==> config.mk <==
export PLATFORM = sky130hd
export DESIGN_NAME = matrix_add_sub_mul_engine_top
export DESIGN_NICKNAME = d
export VERILOG_FILES = /design/src/rtl/core/masme_pkg.sv /design/src/rtl/core/masme_cell.sv /design/src/rtl/core/matrix_add_sub_mul_engine_top.sv
export SDC_FILE = /design/constraint.sdc
export NUM_CORES = 2
export LEC_CHECK = 0
export ABC_CLOCK_PERIOD_IN_PS = 7300
export BUFFER_PORTS_ARGS = -buffer_cell sky130_fd_sc_hd__buf_2
export CAP_MARGIN = 20
export CELL_PAD_IN_SITES_DETAIL_PLACEMENT = 1
export CELL_PAD_IN_SITES_GLOBAL_PLACEMENT = 1
export CORE_MARGIN = 5
export CORE_UTILIZATION = 52
export CTS_BUF_LIST = sky130_fd_sc_hd__clkbuf_16
export DETAILED_ROUTE_END_ITERATION = 7
export HOLD_SLACK_MARGIN = 0.05
export PLACE_DENSITY_LB_ADDON = 0.1
export SETUP_SLACK_MARGIN = 0.5
export SKIP_CTS_REPAIR_TIMING = 1
export SYNTH_ARGS = -nofsm -noshare
export SYNTH_HDL_FRONTEND = slang
export SYNTH_SLANG_ARGS = --single-unit
==> constraint.sdc <==
create_clock -name clk -period 7.3 [get_ports clk]
set_clock_uncertainty 0.05 [all_clocks]
set_input_delay 0 -clock clk [delete_from_list [all_inputs] [get_ports clk]]
set_output_delay 0 -clock clk [all_outputs]
set_load 0.01 [all_outputs]
==> src/rtl/core/masme_pkg.sv <==
`default_nettype none
package masme_pkg;

  localparam int RES_W   = 35;
  localparam int IN_W    = 16;
  localparam int DIM_W   = 4;
  localparam int CIDX_W  = 3;

  typedef enum logic [1:0] {
    MODE_ADD = 2'd0,
    MODE_SUB = 2'd1,
    MODE_MUL = 2'd2,
    MODE_RSV = 2'd3
  } mode_t;

  typedef enum logic [CIDX_W-1:0] {
    REG_MODE   = 3'd0,
    REG_ROWS_A = 3'd1,
    REG_COLS_A = 3'd2,
    REG_ROWS_B = 3'd3,
    REG_COLS_B = 3'd4
  } reg_idx_t;

  typedef struct packed {
    logic clr;
    logic shift;
  } cell_ctl_t;

endpackage
`default_nettype wire

==> src/rtl/core/masme_cell.sv <==
`default_nettype none
module masme_cell (
  input  wire logic                                clk,
  input  wire masme_pkg::cell_ctl_t                ctl,
  input  wire logic                                kill,
  input  wire logic signed [masme_pkg::RES_W-1:0]  d_in,
  input  wire logic signed [masme_pkg::RES_W-1:0]  addend,
  output logic signed [masme_pkg::RES_W-1:0]       acc
);

  logic signed [masme_pkg::RES_W-1:0] acc_r;
  logic signed [masme_pkg::RES_W-1:0] acc_nxt;

  always_comb begin
    acc_nxt = (kill ? '0 : d_in) + addend;
  end

  always_ff @(posedge clk) begin
    if (ctl.clr) begin
      acc_r <= '0;
    end else if (ctl.shift) begin
      acc_r <= acc_nxt;
    end
  end

  assign acc = acc_r;

endmodule
`default_nettype wire

==> src/rtl/core/matrix_add_sub_mul_engine_top.sv <==
`default_nettype none
// matrix add / subtract / multiply engine
// input: a beat is taken when start is high and busy is low. each beat writes
// one element of matrix A or B at (row, col); a beat with load_done also starts
// the run chosen by the mode register. config: cfg_valid/cfg_ready write one
// register by index (0 mode, 1 rows_a, 2 cols_a, 3 rows_b, 4 cols_b), cfg_ready
// is always high; write only while busy is low.
// loads are taken one per cycle, back to back, while busy is low. a run emits
// the result matrix row by row on out_valid strobes, last on the final
// element. per result row a ring of MAX_DIM accumulator cells takes K passes
// of products (K = cols_a for the product, 1 for add/subtract), waits for the
// memory read and multiply pipeline to empty, then shifts the row out.
// a dimension error gives one error beat the cycle after the start beat; busy
// stays low. the receiver cannot stall: every out_valid beat is taken.
// after reset: mode add, all dimensions 1, stores hold nothing until loaded.
module matrix_add_sub_mul_engine_top #(
  parameter int MAX_DIM       = 8,
  parameter int ELEMENT_WIDTH = 16
) (
  input  wire logic                                clk,
  input  wire logic                                rst_n,
  input  wire logic                                start,
  output logic                                     busy,
  input  wire logic                                in_matrix_select,
  input  wire logic [2:0]                          in_row_pos,
  input  wire logic [2:0]                          in_col_pos,
  input  wire logic signed [15:0]                  in_element_value,
  input  wire logic                                in_load_done,
  input  wire logic                                cfg_valid,
  output logic                                     cfg_ready,
  input  wire logic [masme_pkg::CIDX_W-1:0]        cfg_index,
  input  wire logic [masme_pkg::DIM_W-1:0]         cfg_data,
  output logic                                     out_valid,
  output logic signed [masme_pkg::RES_W-1:0]       out_result_value,
  output logic [2:0]                               out_result_row,
  output logic [2:0]                               out_result_col,
  output logic                                     out_dimension_error,
  output logic                                     out_last
);

  localparam int RW     = masme_pkg::RES_W;
  localparam int DEPTH  = MAX_DIM * MAX_DIM;
  localparam int AW     = (DEPTH > 1) ? $clog2(DEPTH) : 1;
  localparam int DW     = (MAX_DIM > 1) ? $clog2(MAX_DIM) : 1;
  localparam int EW     = ELEMENT_WIDTH;
  localparam int XW     = (EW > masme_pkg::IN_W) ? EW : masme_pkg::IN_W;
  localparam int PW     = 2 * EW;
  localparam int PXW    = (PW > RW) ? PW : RW;
  localparam int DMW    = masme_pkg::DIM_W;

  typedef enum logic [1:0] {
    ST_IDLE,
    ST_CALC,
    ST_WAIT,
    ST_DRAIN
  } state_t;

  logic signed [EW-1:0] mem_a [DEPTH];
  logic signed [EW-1:0] mem_b [DEPTH];

  state_t             state_r;
  masme_pkg::mode_t   mode_r;
  logic [DMW-1:0]     rows_a_r, cols_a_r, rows_b_r, cols_b_r;
  logic [DW-1:0]      i_r, j_r, k_r;
  logic               rd_v_r, pr_v_r;
  logic signed [EW-1:0] rd_a_r, rd_b_r;
  logic signed [RW-1:0] op_r;
  logic               out_valid_r, out_err_r, out_last_r;
  logic signed [RW-1:0] out_val_r;
  logic [2:0]         out_row_r, out_col_r;

  logic               accept;
  logic               in_range;
  logic [AW-1:0]      wr_addr, ra_addr, rb_addr;
  logic signed [XW-1:0] in_ext;
  logic signed [EW-1:0] in_elem;
  logic [DMW-1:0]     nc, kmax;
  logic               dims_ok, run_ok;
  logic               last_j, last_k, last_i;
  logic signed [PW-1:0]  prod;
  logic signed [PXW-1:0] prod_ext;
  logic signed [RW-1:0]  op_nxt;

  masme_pkg::cell_ctl_t  ctl;
  logic signed [RW-1:0]  acc [MAX_DIM];
  logic signed [RW-1:0]  ring_in;
  logic                  ring_kill;

  assign cfg_ready = 1'b1;
  assign busy      = (state_r != ST_IDLE);
  assign accept    = start && !busy;

  always_comb begin
    in_ext   = XW'(in_element_value);
    in_elem  = in_ext[EW-1:0];
    in_range = (4'(in_row_pos) < 4'(MAX_DIM)) && (4'(in_col_pos) < 4'(MAX_DIM));
    wr_addr  = AW'(int'(in_row_pos) * MAX_DIM + int'(in_col_pos));
  end

  always_comb begin
    dims_ok = (rows_a_r != '0) && (rows_a_r <= DMW'(MAX_DIM)) &&
              (cols_a_r != '0) && (cols_a_r <= DMW'(MAX_DIM)) &&
              (rows_b_r != '0) && (rows_b_r <= DMW'(MAX_DIM)) &&
              (cols_b_r != '0) && (cols_b_r <= DMW'(MAX_DIM));
    unique case (mode_r)
      masme_pkg::MODE_ADD, masme_pkg::MODE_SUB: begin
        run_ok = dims_ok && (rows_a_r == rows_b_r) && (cols_a_r == cols_b_r);
        nc     = cols_a_r;
        kmax   = DMW'(1);
      end
      masme_pkg::MODE_MUL: begin
        run_ok = dims_ok && (cols_a_r == rows_b_r);
        nc     = cols_b_r;
        kmax   = cols_a_r;
      end
      default: begin
        run_ok = 1'b0;
        nc     = '0;
        kmax   = DMW'(1);
      end
    endcase
    last_j = (j_r == DW'(MAX_DIM - 1));
    last_k = (DMW'(k_r) == kmax - DMW'(1));
    last_i = (DMW'(i_r) + DMW'(1) == rows_a_r);
    if (mode_r == masme_pkg::MODE_MUL) begin
      ra_addr = AW'(int'(i_r) * MAX_DIM + int'(k_r));
      rb_addr = AW'(int'(k_r) * MAX_DIM + int'(j_r));
    end else begin
      ra_addr = AW'(int'(i_r) * MAX_DIM + int'(j_r));
      rb_addr = ra_addr;
    end
  end

  always_ff @(posedge clk) begin
    if (accept && in_range) begin
      if (in_matrix_select) begin
        mem_b[wr_addr] <= in_elem;
      end else begin
        mem_a[wr_addr] <= in_elem;
      end
    end
    rd_a_r <= mem_a[ra_addr];
    rd_b_r <= mem_b[rb_addr];
  end

  always_comb begin
    prod     = rd_a_r * rd_b_r;
    prod_ext = PXW'(prod);
    unique case (mode_r)
      masme_pkg::MODE_ADD: op_nxt = RW'(rd_a_r) + RW'(rd_b_r);
      masme_pkg::MODE_SUB: op_nxt = RW'(rd_a_r) - RW'(rd_b_r);
      default:             op_nxt = prod_ext[RW-1:0];
    endcase
  end

  always_ff @(posedge clk) begin
    op_r <= op_nxt;
  end

  always_comb begin
    ctl.clr   = accept && in_load_done;
    ctl.shift = pr_v_r || (state_r == ST_DRAIN);
    ring_kill = (state_r == ST_DRAIN);
    ring_in   = acc[0];
  end

  for (genvar c = 0; c < MAX_DIM; c++) begin : g_cell
    logic signed [RW-1:0] d_in;
    logic signed [RW-1:0] addend;
    logic                 kill;
    if (c == MAX_DIM - 1) begin : g_tail
      assign d_in   = ring_in;
      assign addend = ring_kill ? '0 : op_r;
      assign kill   = ring_kill;
    end else begin : g_body
      assign d_in   = acc[c+1];
      assign addend = '0;
      assign kill   = 1'b0;
    end
    masme_cell u_cell (
      .clk    (clk),
      .ctl    (ctl),
      .kill   (kill),
      .d_in   (d_in),
      .addend (addend),
      .acc    (acc[c])
    );
  end

  always_ff @(posedge clk) begin
    if (!rst_n) begin
      state_r     <= ST_IDLE;
      mode_r      <= masme_pkg::MODE_ADD;
      rows_a_r    <= DMW'(1);
      cols_a_r    <= DMW'(1);
      rows_b_r    <= DMW'(1);
      cols_b_r    <= DMW'(1);
      i_r         <= '0;
      j_r         <= '0;
      k_r         <= '0;
      rd_v_r      <= 1'b0;
      pr_v_r      <= 1'b0;
      out_valid_r <= 1'b0;
      out_err_r   <= 1'b0;
      out_last_r  <= 1'b0;
      out_val_r   <= '0;
      out_row_r   <= '0;
      out_col_r   <= '0;
    end else begin
      rd_v_r      <= (state_r == ST_CALC);
      pr_v_r      <= rd_v_r;
      out_valid_r <= 1'b0;
      out_err_r   <= 1'b0;
      out_last_r  <= 1'b0;
      if (cfg_valid && cfg_ready) begin
        unique case (cfg_index)
          masme_pkg::REG_MODE:   mode_r   <= masme_pkg::mode_t'(cfg_data[1:0]);
          masme_pkg::REG_ROWS_A: rows_a_r <= cfg_data;
          masme_pkg::REG_COLS_A: cols_a_r <= cfg_data;
          masme_pkg::REG_ROWS_B: rows_b_r <= cfg_data;
          masme_pkg::REG_COLS_B: cols_b_r <= cfg_data;
          default: ;
        endcase
      end
      unique case (state_r)
        ST_IDLE: begin
          if (accept && in_load_done) begin
            if (run_ok) begin
              state_r <= ST_CALC;
              i_r     <= '0;
              j_r     <= '0;
              k_r     <= '0;
            end else begin
              out_valid_r <= 1'b1;
              out_err_r   <= 1'b1;
              out_last_r  <= 1'b1;
              out_val_r   <= '0;
              out_row_r   <= '0;
              out_col_r   <= '0;
            end
          end
        end
        ST_CALC: begin
          if (last_j) begin
            j_r <= '0;
            if (last_k) begin
              k_r     <= '0;
              state_r <= ST_WAIT;
            end else begin
              k_r <= k_r + DW'(1);
            end
          end else begin
            j_r <= j_r + DW'(1);
          end
        end
        ST_WAIT: begin
          if (!rd_v_r && !pr_v_r) begin
            state_r <= ST_DRAIN;
          end
        end
        ST_DRAIN: begin
          if (DMW'(j_r) < nc) begin
            out_valid_r <= 1'b1;
            out_val_r   <= acc[0];
            out_row_r   <= 3'(i_r);
            out_col_r   <= 3'(j_r);
            out_last_r  <= last_i && (DMW'(j_r) + DMW'(1) == nc);
          end
          if (last_j) begin
            j_r <= '0;
            if (last_i) begin
              state_r <= ST_IDLE;
            end else begin
              i_r     <= i_r + DW'(1);
              state_r <= ST_CALC;
            end
          end else begin
            j_r <= j_r + DW'(1);
          end
        end
        default: state_r <= ST_IDLE;
      endcase
    end
  end

  assign out_valid           = out_valid_r;
  assign out_result_value    = out_val_r;
  assign out_result_row      = out_row_r;
  assign out_result_col      = out_col_r;
  assign out_dimension_error = out_err_r;
  assign out_last            = out_last_r;

endmodule
`default_nettype wire

# ---- After elaboration in Yosys (flattened, before gate mapping)
# Memories as Yosys holds them, arrays and structs flattened. A register that Yosys moved wholly into a read port is not among the register bits.
# Cells that the tools add are included.
dict set report totals {
  in_bits 35
  mem_count 2
  reg_bits 390
  mem_bits_rw 2048
  wordCells 162
  out_inout_bits 46
}
# memory words word_bits rd rd_ports_with_merged_regs wr line
set mem_list {}
lappend mem_list {mem_a 64 16 1 1 1 matrix_add_sub_mul_engine_top.sv:58} ;# logic signed [EW-1:0] mem_a [DEPTH];
lappend mem_list {mem_b 64 16 1 1 1 matrix_add_sub_mul_engine_top.sv:59} ;# logic signed [EW-1:0] mem_b [DEPTH];
dict set report op_classes {
  eq_ne 25
  mul 1
  addsub 13
  n_mux 48
  magnitude_cmp 5
  n_reduce_logical 42
}
# operator n
set op_table {}
lappend op_table {{35-bit 2-to-1 mux} 5}
lappend op_table {{35-bit case mux with 2 select lines} 2}
lappend op_table {{35-bit adder} 1}
lappend op_table {{3-bit 2-to-1 mux} 11}
lappend op_table {{16-bit by 16-bit multiplier with 32-bit output} 1}
lappend op_table {{3-bit case mux with 2 select lines} 5}
lappend op_table {{6-bit by 3-bit adder with 6-bit output} 4}
lappend op_table {{4-bit equality test} 5}
lappend op_table {{2-bit inequality test (second input constant)} 9}
lappend op_table {{16-bit by 16-bit adder with 17-bit output} 1}
lappend op_table {{16-bit by 16-bit subtractor with 17-bit output} 1}
lappend op_table {{4-bit less-or-equal comparator (second input constant)} 4}
lappend op_table {{4-bit nonzero test} 4}
lappend op_table {{1-bit logical AND} 14}
lappend op_table {{2-bit 2-to-1 mux} 6}
lappend op_table {{6-bit 2-to-1 mux} 2}
lappend op_table {{2-bit AND reduction} 6}
lappend op_table {{1-bit 2-to-1 mux} 11}
lappend op_table {{3-bit by 1-bit adder with 3-bit output (second input constant)} 3}
lappend op_table {{3-bit by 1-bit adder with 4-bit output (second input constant)} 2}
lappend op_table {{2-bit case mux with 4 select lines} 1}
lappend op_table {{4-bit case mux with 2 select lines} 1}
lappend op_table {{4-bit AND reduction} 2}
lappend op_table {{2-bit nonzero test} 4}
lappend op_table {{other kinds (18)} 29}

# ---- Logic depth before layout (Yosys ltp)
dict set report logic_depth {
  word_depth 14
  ltp_mapped 23
  depth_no_buf 23
}

# ---- Hierarchy
# A second synthesis with hierarchy kept.
dict set report unflattened {
  hier_cells 8366
  area_unflattened_um2 120805.9
}
# mod cells_each area_per_inst_um2 instances seq_area_each_um2
set modules_own_cells {}
lappend modules_own_cells {matrix_add_sub_mul_engine_top 5029 94602.0 1 64281.7}
lappend modules_own_cells {{masme_cell (g_cell[0].u_cell ...)} 420 3283.1 7 700.7}
lappend modules_own_cells {{masme_cell (g_cell[7].u_cell)} 397 3221.8 1 700.7}

# ---- Least setup slack after synthesis
# Ideal clock, no wire load.
dict set report synth_path {
  kind {reg2reg}
  start {reg rd_b_r[1] (read register of mem_b)}
  end {reg op_r[33]}
  path_buffers 1
  setup_time_ps 114
  synth_period_minus_slack_ps 6346
  t_required_ps 7136
  t_arrival_ps 6182
  stages_incl_launch_ff 22
  setup_slack_ps 954
  path_cell_list {dfxtp_1 > clkbuf_1 > nand2_1 > inv_1 > fa_1 > fa_1 > fa_1 > fa_1 > fa_1 > inv_1 > fa_1 > inv_1 > ha_1 > a21o_1 > a21o_1 > a21o_1 > a21oi_1 > o21ai_0 > a221oi_1 > o21ai_0 > xnor2_1 > a21o_1}
}
dict set report synth_between {
  elab_chain_len 2
  word_cells_on_any_way 4
  cone_classes {add/sub: 2; mul: 1; mux: 1}
}
# element line
set synth_rtl {}
lappend synth_rtl {{from (decl)} matrix_add_sub_mul_engine_top.sv:66} ;# logic signed [EW-1:0] rd_a_r, rd_b_r;
lappend synth_rtl {{16-bit by 16-bit multiplier with 32-bit output (tied with other cells)} matrix_add_sub_mul_engine_top.sv:147} ;# prod = rd_a_r * rd_b_r;
lappend synth_rtl {{35-bit case mux with 2 select lines (*)} matrix_add_sub_mul_engine_top.sv:149} ;# unique case (mode_r)
lappend synth_rtl {{to (signal assigned)} matrix_add_sub_mul_engine_top.sv:157} ;# op_r <= op_nxt;
lappend synth_rtl {{to (decl)} matrix_add_sub_mul_engine_top.sv:67} ;# logic signed [RW-1:0] op_r;
# Mark *: on every way between the ends. The rest lies on a longest branch, timed or not.
# A chain may end at the register's enable or synchronous reset.

# ---- Worst setup path after layout
dict set report layout_path {
  start {reg rd_b_r[14] (read register of mem_b)}
  end {reg op_r[30]}
}
dict set report layout_between {
  elab_chain_len 2
  word_cells_on_any_way 4
  cone_classes {add/sub: 2; mul: 1; mux: 1}
}
# element line
set layout_rtl {}
lappend layout_rtl {{16-bit by 16-bit multiplier with 32-bit output (tied with other cells)} matrix_add_sub_mul_engine_top.sv:147}
lappend layout_rtl {{35-bit case mux with 2 select lines (*)} matrix_add_sub_mul_engine_top.sv:149}
lappend layout_rtl {{net op_nxt[30]} matrix_add_sub_mul_engine_top.sv:82} ;# logic signed [RW-1:0] op_nxt;
# Mark *: on every way through the listed nets, which the timed path passes. The rest lies on a longest branch.

==> summary.txt <==
DP HPWL: 175000 µm
Post-route minimum period: 6590 ps
Crit-path slowest cell: dfxtp_1
Yosys reg bits: 2467
Crit-path max cell delay: 850 ps
Multi-input gate area: 33500 µm²
Synth warn: 0
DRT iter0 DRCs: 5980
Worst-Margin Slew: 1160 ps
Top cell by count, worst path: fa_1
Post-synth cell types: 70
Via density: 6.05
Synth top area share: 58.1%
# clock sinks: 2467
Class of the tightest hold or removal check: in2reg
Peak supply drop: 0.493 mV
Yosys top cell by area: edfxtp_1
Hold_sp: cfg_data[3]
Post-Synthesis Cells: 6455
Critical path arrival: 7280 ps
Setup_tns: 0 ps
R2R setup slack: 710 ps
Via count of the first global-routing pass: 60388
Critical path class: reg2reg
Fill count: 18231
Pin count of the biggest net entering global routing: 202
Endpoints failing hold: 0
Reg2reg end: op_r[30]$_DFF_P_
Routability Congestion: 0.865
RSZ-0062 raised after global routing: yes
Crit path depth: 20
Drt wl/cell: 28.8 µm
Pwr dens: 338 nW/µm²
R2R depth: 20
Clk_lat worst skew: 940 ps
Vias: 58050
Syn avg cell area: 16.4 µm²
Share of flip-flops with an asynchronous set or reset: 0%
# DRC: 0
Final WL: 276000 µm
Setup ws final: 714 ps
DRT Pass-1 Iters: 7
TritonCTS buffer count: 276
Layout cells sized above 1: 19.7%
Status: finished, final reports clean
EDFF count, synth: 2048
Initial antenna violation count: 8
CP Capture Point: op_r[30]$_DFF_P_
Die width: 461 µm
CP max FO: 17
Cell breakdown of the critical path: nand2_1 -> fa_1 -> fa_1 -> inv_1 -> fa_1 -> fa_1 -> fa_1 -> inv_1 -> fa_1 -> inv_1 -> ha_1 -> o21a_1 -> o21ai_0 -> o2111ai_1 -> o21ai_2 -> nor2_1 -> o31a_1 -> o211a_1 -> or3_1 -> a31o_2
Clock Path Buffers: 4
Syn Nets: 6917
Port bufs: 79
GRT Util Overall: 26.3%
Initial Util: 52.3%
Die area: 213000 µm²
Max_slew headroom: 22.6%
CTS root buf: clkbuf_16
R2R Path Start: rd_b_r[14]$_DFF_P_
Register cell area after layout: 69900 µm²
Element type at the critical path start: flip-flop
Area Overhead vs Synth: 12.5%
CORE AREA: 203000 µm²
Sequential-to-total area share from yosys stat: 66.0%
Pre-CTS setup slack: 293 ps
MaxCap Viol Count: 0
Crit. End Element: flip-flop
Top delay family on crit path: adder cells
CP Launch Point: rd_b_r[14]$_DFF_P_
Worst Path Buf+Inv: 3
Largest cells by area after synthesis: edfxtp_1, mux4_2, dfxtp_1, fa_1, nand2_1
Top_reg_cell synth: edfxtp_1
Final Slew Violations: 0
# nets final: 7188
Crit path required time: 8000 ps
Clock Pin Slew Worst Setup and Hold Paths: 60 ps
Hold WS: 63.3 ps
Clock H-tree levels: 5
Setup Viol. Count Final: 0
P_leak: 41.0 nW
Mapped cell area: 106000 µm²
Fmax: 152 MHz
CTS tree: yes
Period utilization: 90.2%
Antenna Nets Post-Route: 0
# IOs: 81
Die Ht: 461 µm
Total congestion overflow: 0
Row Count: 165
First-pass GRT wire length: 412000 µm
==> sequential cells by signal, indices dropped and copies added (netlist names), 4 cells and up <==
| register | flops |
|---|---|
| op_r | 32 |
| cols_a_r | 4 |
| rows_b_r | 4 |
| mem_b | 1024 |
| rd_a_r | 16 |
| rows_a_r | 4 |
| mem_a | 1024 |
| g_cell.u_cell.acc | 280 |
| rd_b_r | 16 |
| cols_b_r | 4 |
| out_result_value | 35 |
==> layer usage <==
metal | routed length, µm | vias to the layer above | global-route usage [%] | part of all wire [%]
li1 | - | 24775 | - | -
met4 | 6710 | 2 | 6.18 | 2.4
met5 | 12 | - | 0 | 0.0043
met2 | 132000 | 2197 | 41.7 | 48
met3 | 21100 | 383 | 4.49 | 7.6
met1 | 117000 | 30693 | 38.7 | 42
==> layout make-up <==
type,count,share of cell area (%)
diodes,7,0.0147
inverters,340,1.08
well taps,2672,2.81
multi-input cells,3296,28.1
clock inverters,189,1.07
repair buffers,345,2.36
clock buffers,280,5.88
flip-flops and latches,2467,58.7
==> cell usage after synthesis, types with 75 or more instances <==
cell type / instances
ha_1: 162
nand2_1: 780
mux4_2: 656
fa_1: 265
nor2_1: 247
edfxtp_1: 2048
and2_1: 120
a21oi_1: 408
nand3_1: 75
dfxtp_1: 419
nor2b_1: 82
clkbuf_1: 267
inv_1: 339
==> power breakdown <==
part | switching (mW) | total [mW] | internal (mW)
clock network | 5.36 | 12.9 | 7.49
logic | 6.95 | 11.8 | 4.85
registers | 0.153 | 15.6 | 15.5
total | 12.5 | 40.3 | 27.8
==> layout by cell type, fill, tap and decap left out, types with 19 or more instances in the layout <==
cell           instances
a211oi_1              29
a21o_1                51
a21oi_1              403
a31oi_1               26
and2_1               120
buf_2                 63
buf_4                209
clkbuf_16            280
clkinv_1              57
clkinv_2              42
dfxtp_1              398
dlygate4sd3_1         55
edfxtp_1            2048
fa_1                 265
ha_1                 161
inv_1                393
mux2i_1               24
mux4_2               656
nand2_1              780
nand2b_1              19
nand3_1               75
nor2_1               233
nor2b_1               82
nor3_1                35
o21ai_0               62
xnor2_1               65
xor2_1                34
==> worst reg2reg max path, delay by kind of cell (launching register included) <==
kind | cells | cell delay (ps)
buffers and inverters | 3 | 150
adder cells (fa/ha/maj) | 7 | 3320
AO/OA/AOI/OAI | 7 | 1460
flip-flops | 1 | 850
AND/OR/NAND/NOR | 3 | 620
==> logic make-up after synthesis <==
group,after synthesis,share of synthesized area [%]
buffers and inverters,692,2.56
flip-flops,2467,66.0
other,1,0.00354
AND/OR/NAND/NOR,1423,5.90
AO/OA/AOI/OAI,664,3.62
XOR/XNOR,99,0.819
adder cells (fa/ha/maj),427,6.92
multiplexers,682,14.2
==> worst min-delay path by stage <==
stage / to / slack [ps] / cells after the start
after CTS: cols_a_r[0]$_SDFFE_PN1P_ / -710 / 2
after global placement: rows_a_r[0]$_SDFFE_PN1P_ / 240 / 2
after floorplan: cols_a_r[0]$_SDFFE_PN1P_ / 10 / 1
after global routing: mem_b[59][6]$_DFFE_PP_ / 60 / 2
after detailed placement: rows_a_r[0]$_SDFFE_PN1P_ / 240 / 2
final: rows_b_r[3]$_SDFFE_PN0P_ / 60 / 4
==> per-stage QoR <==
stage / instances / total power [mW] / util [%] / instance area (µm²)
finish: 9596 / 40.3 / 58.8 / 119000
global route: 9590 / 42.7 / 58.8 / 119000
CTS: 9529 / 40.5 / 58.5 / 118000
detailed placement: 9060 / 27.6 / 54.4 / 110000
global placement: 9059 / 27.3 / 54.4 / 110000
floorplan: 6455 / 24.3 / - / 106000
Power figures use the tool's default switching activity.
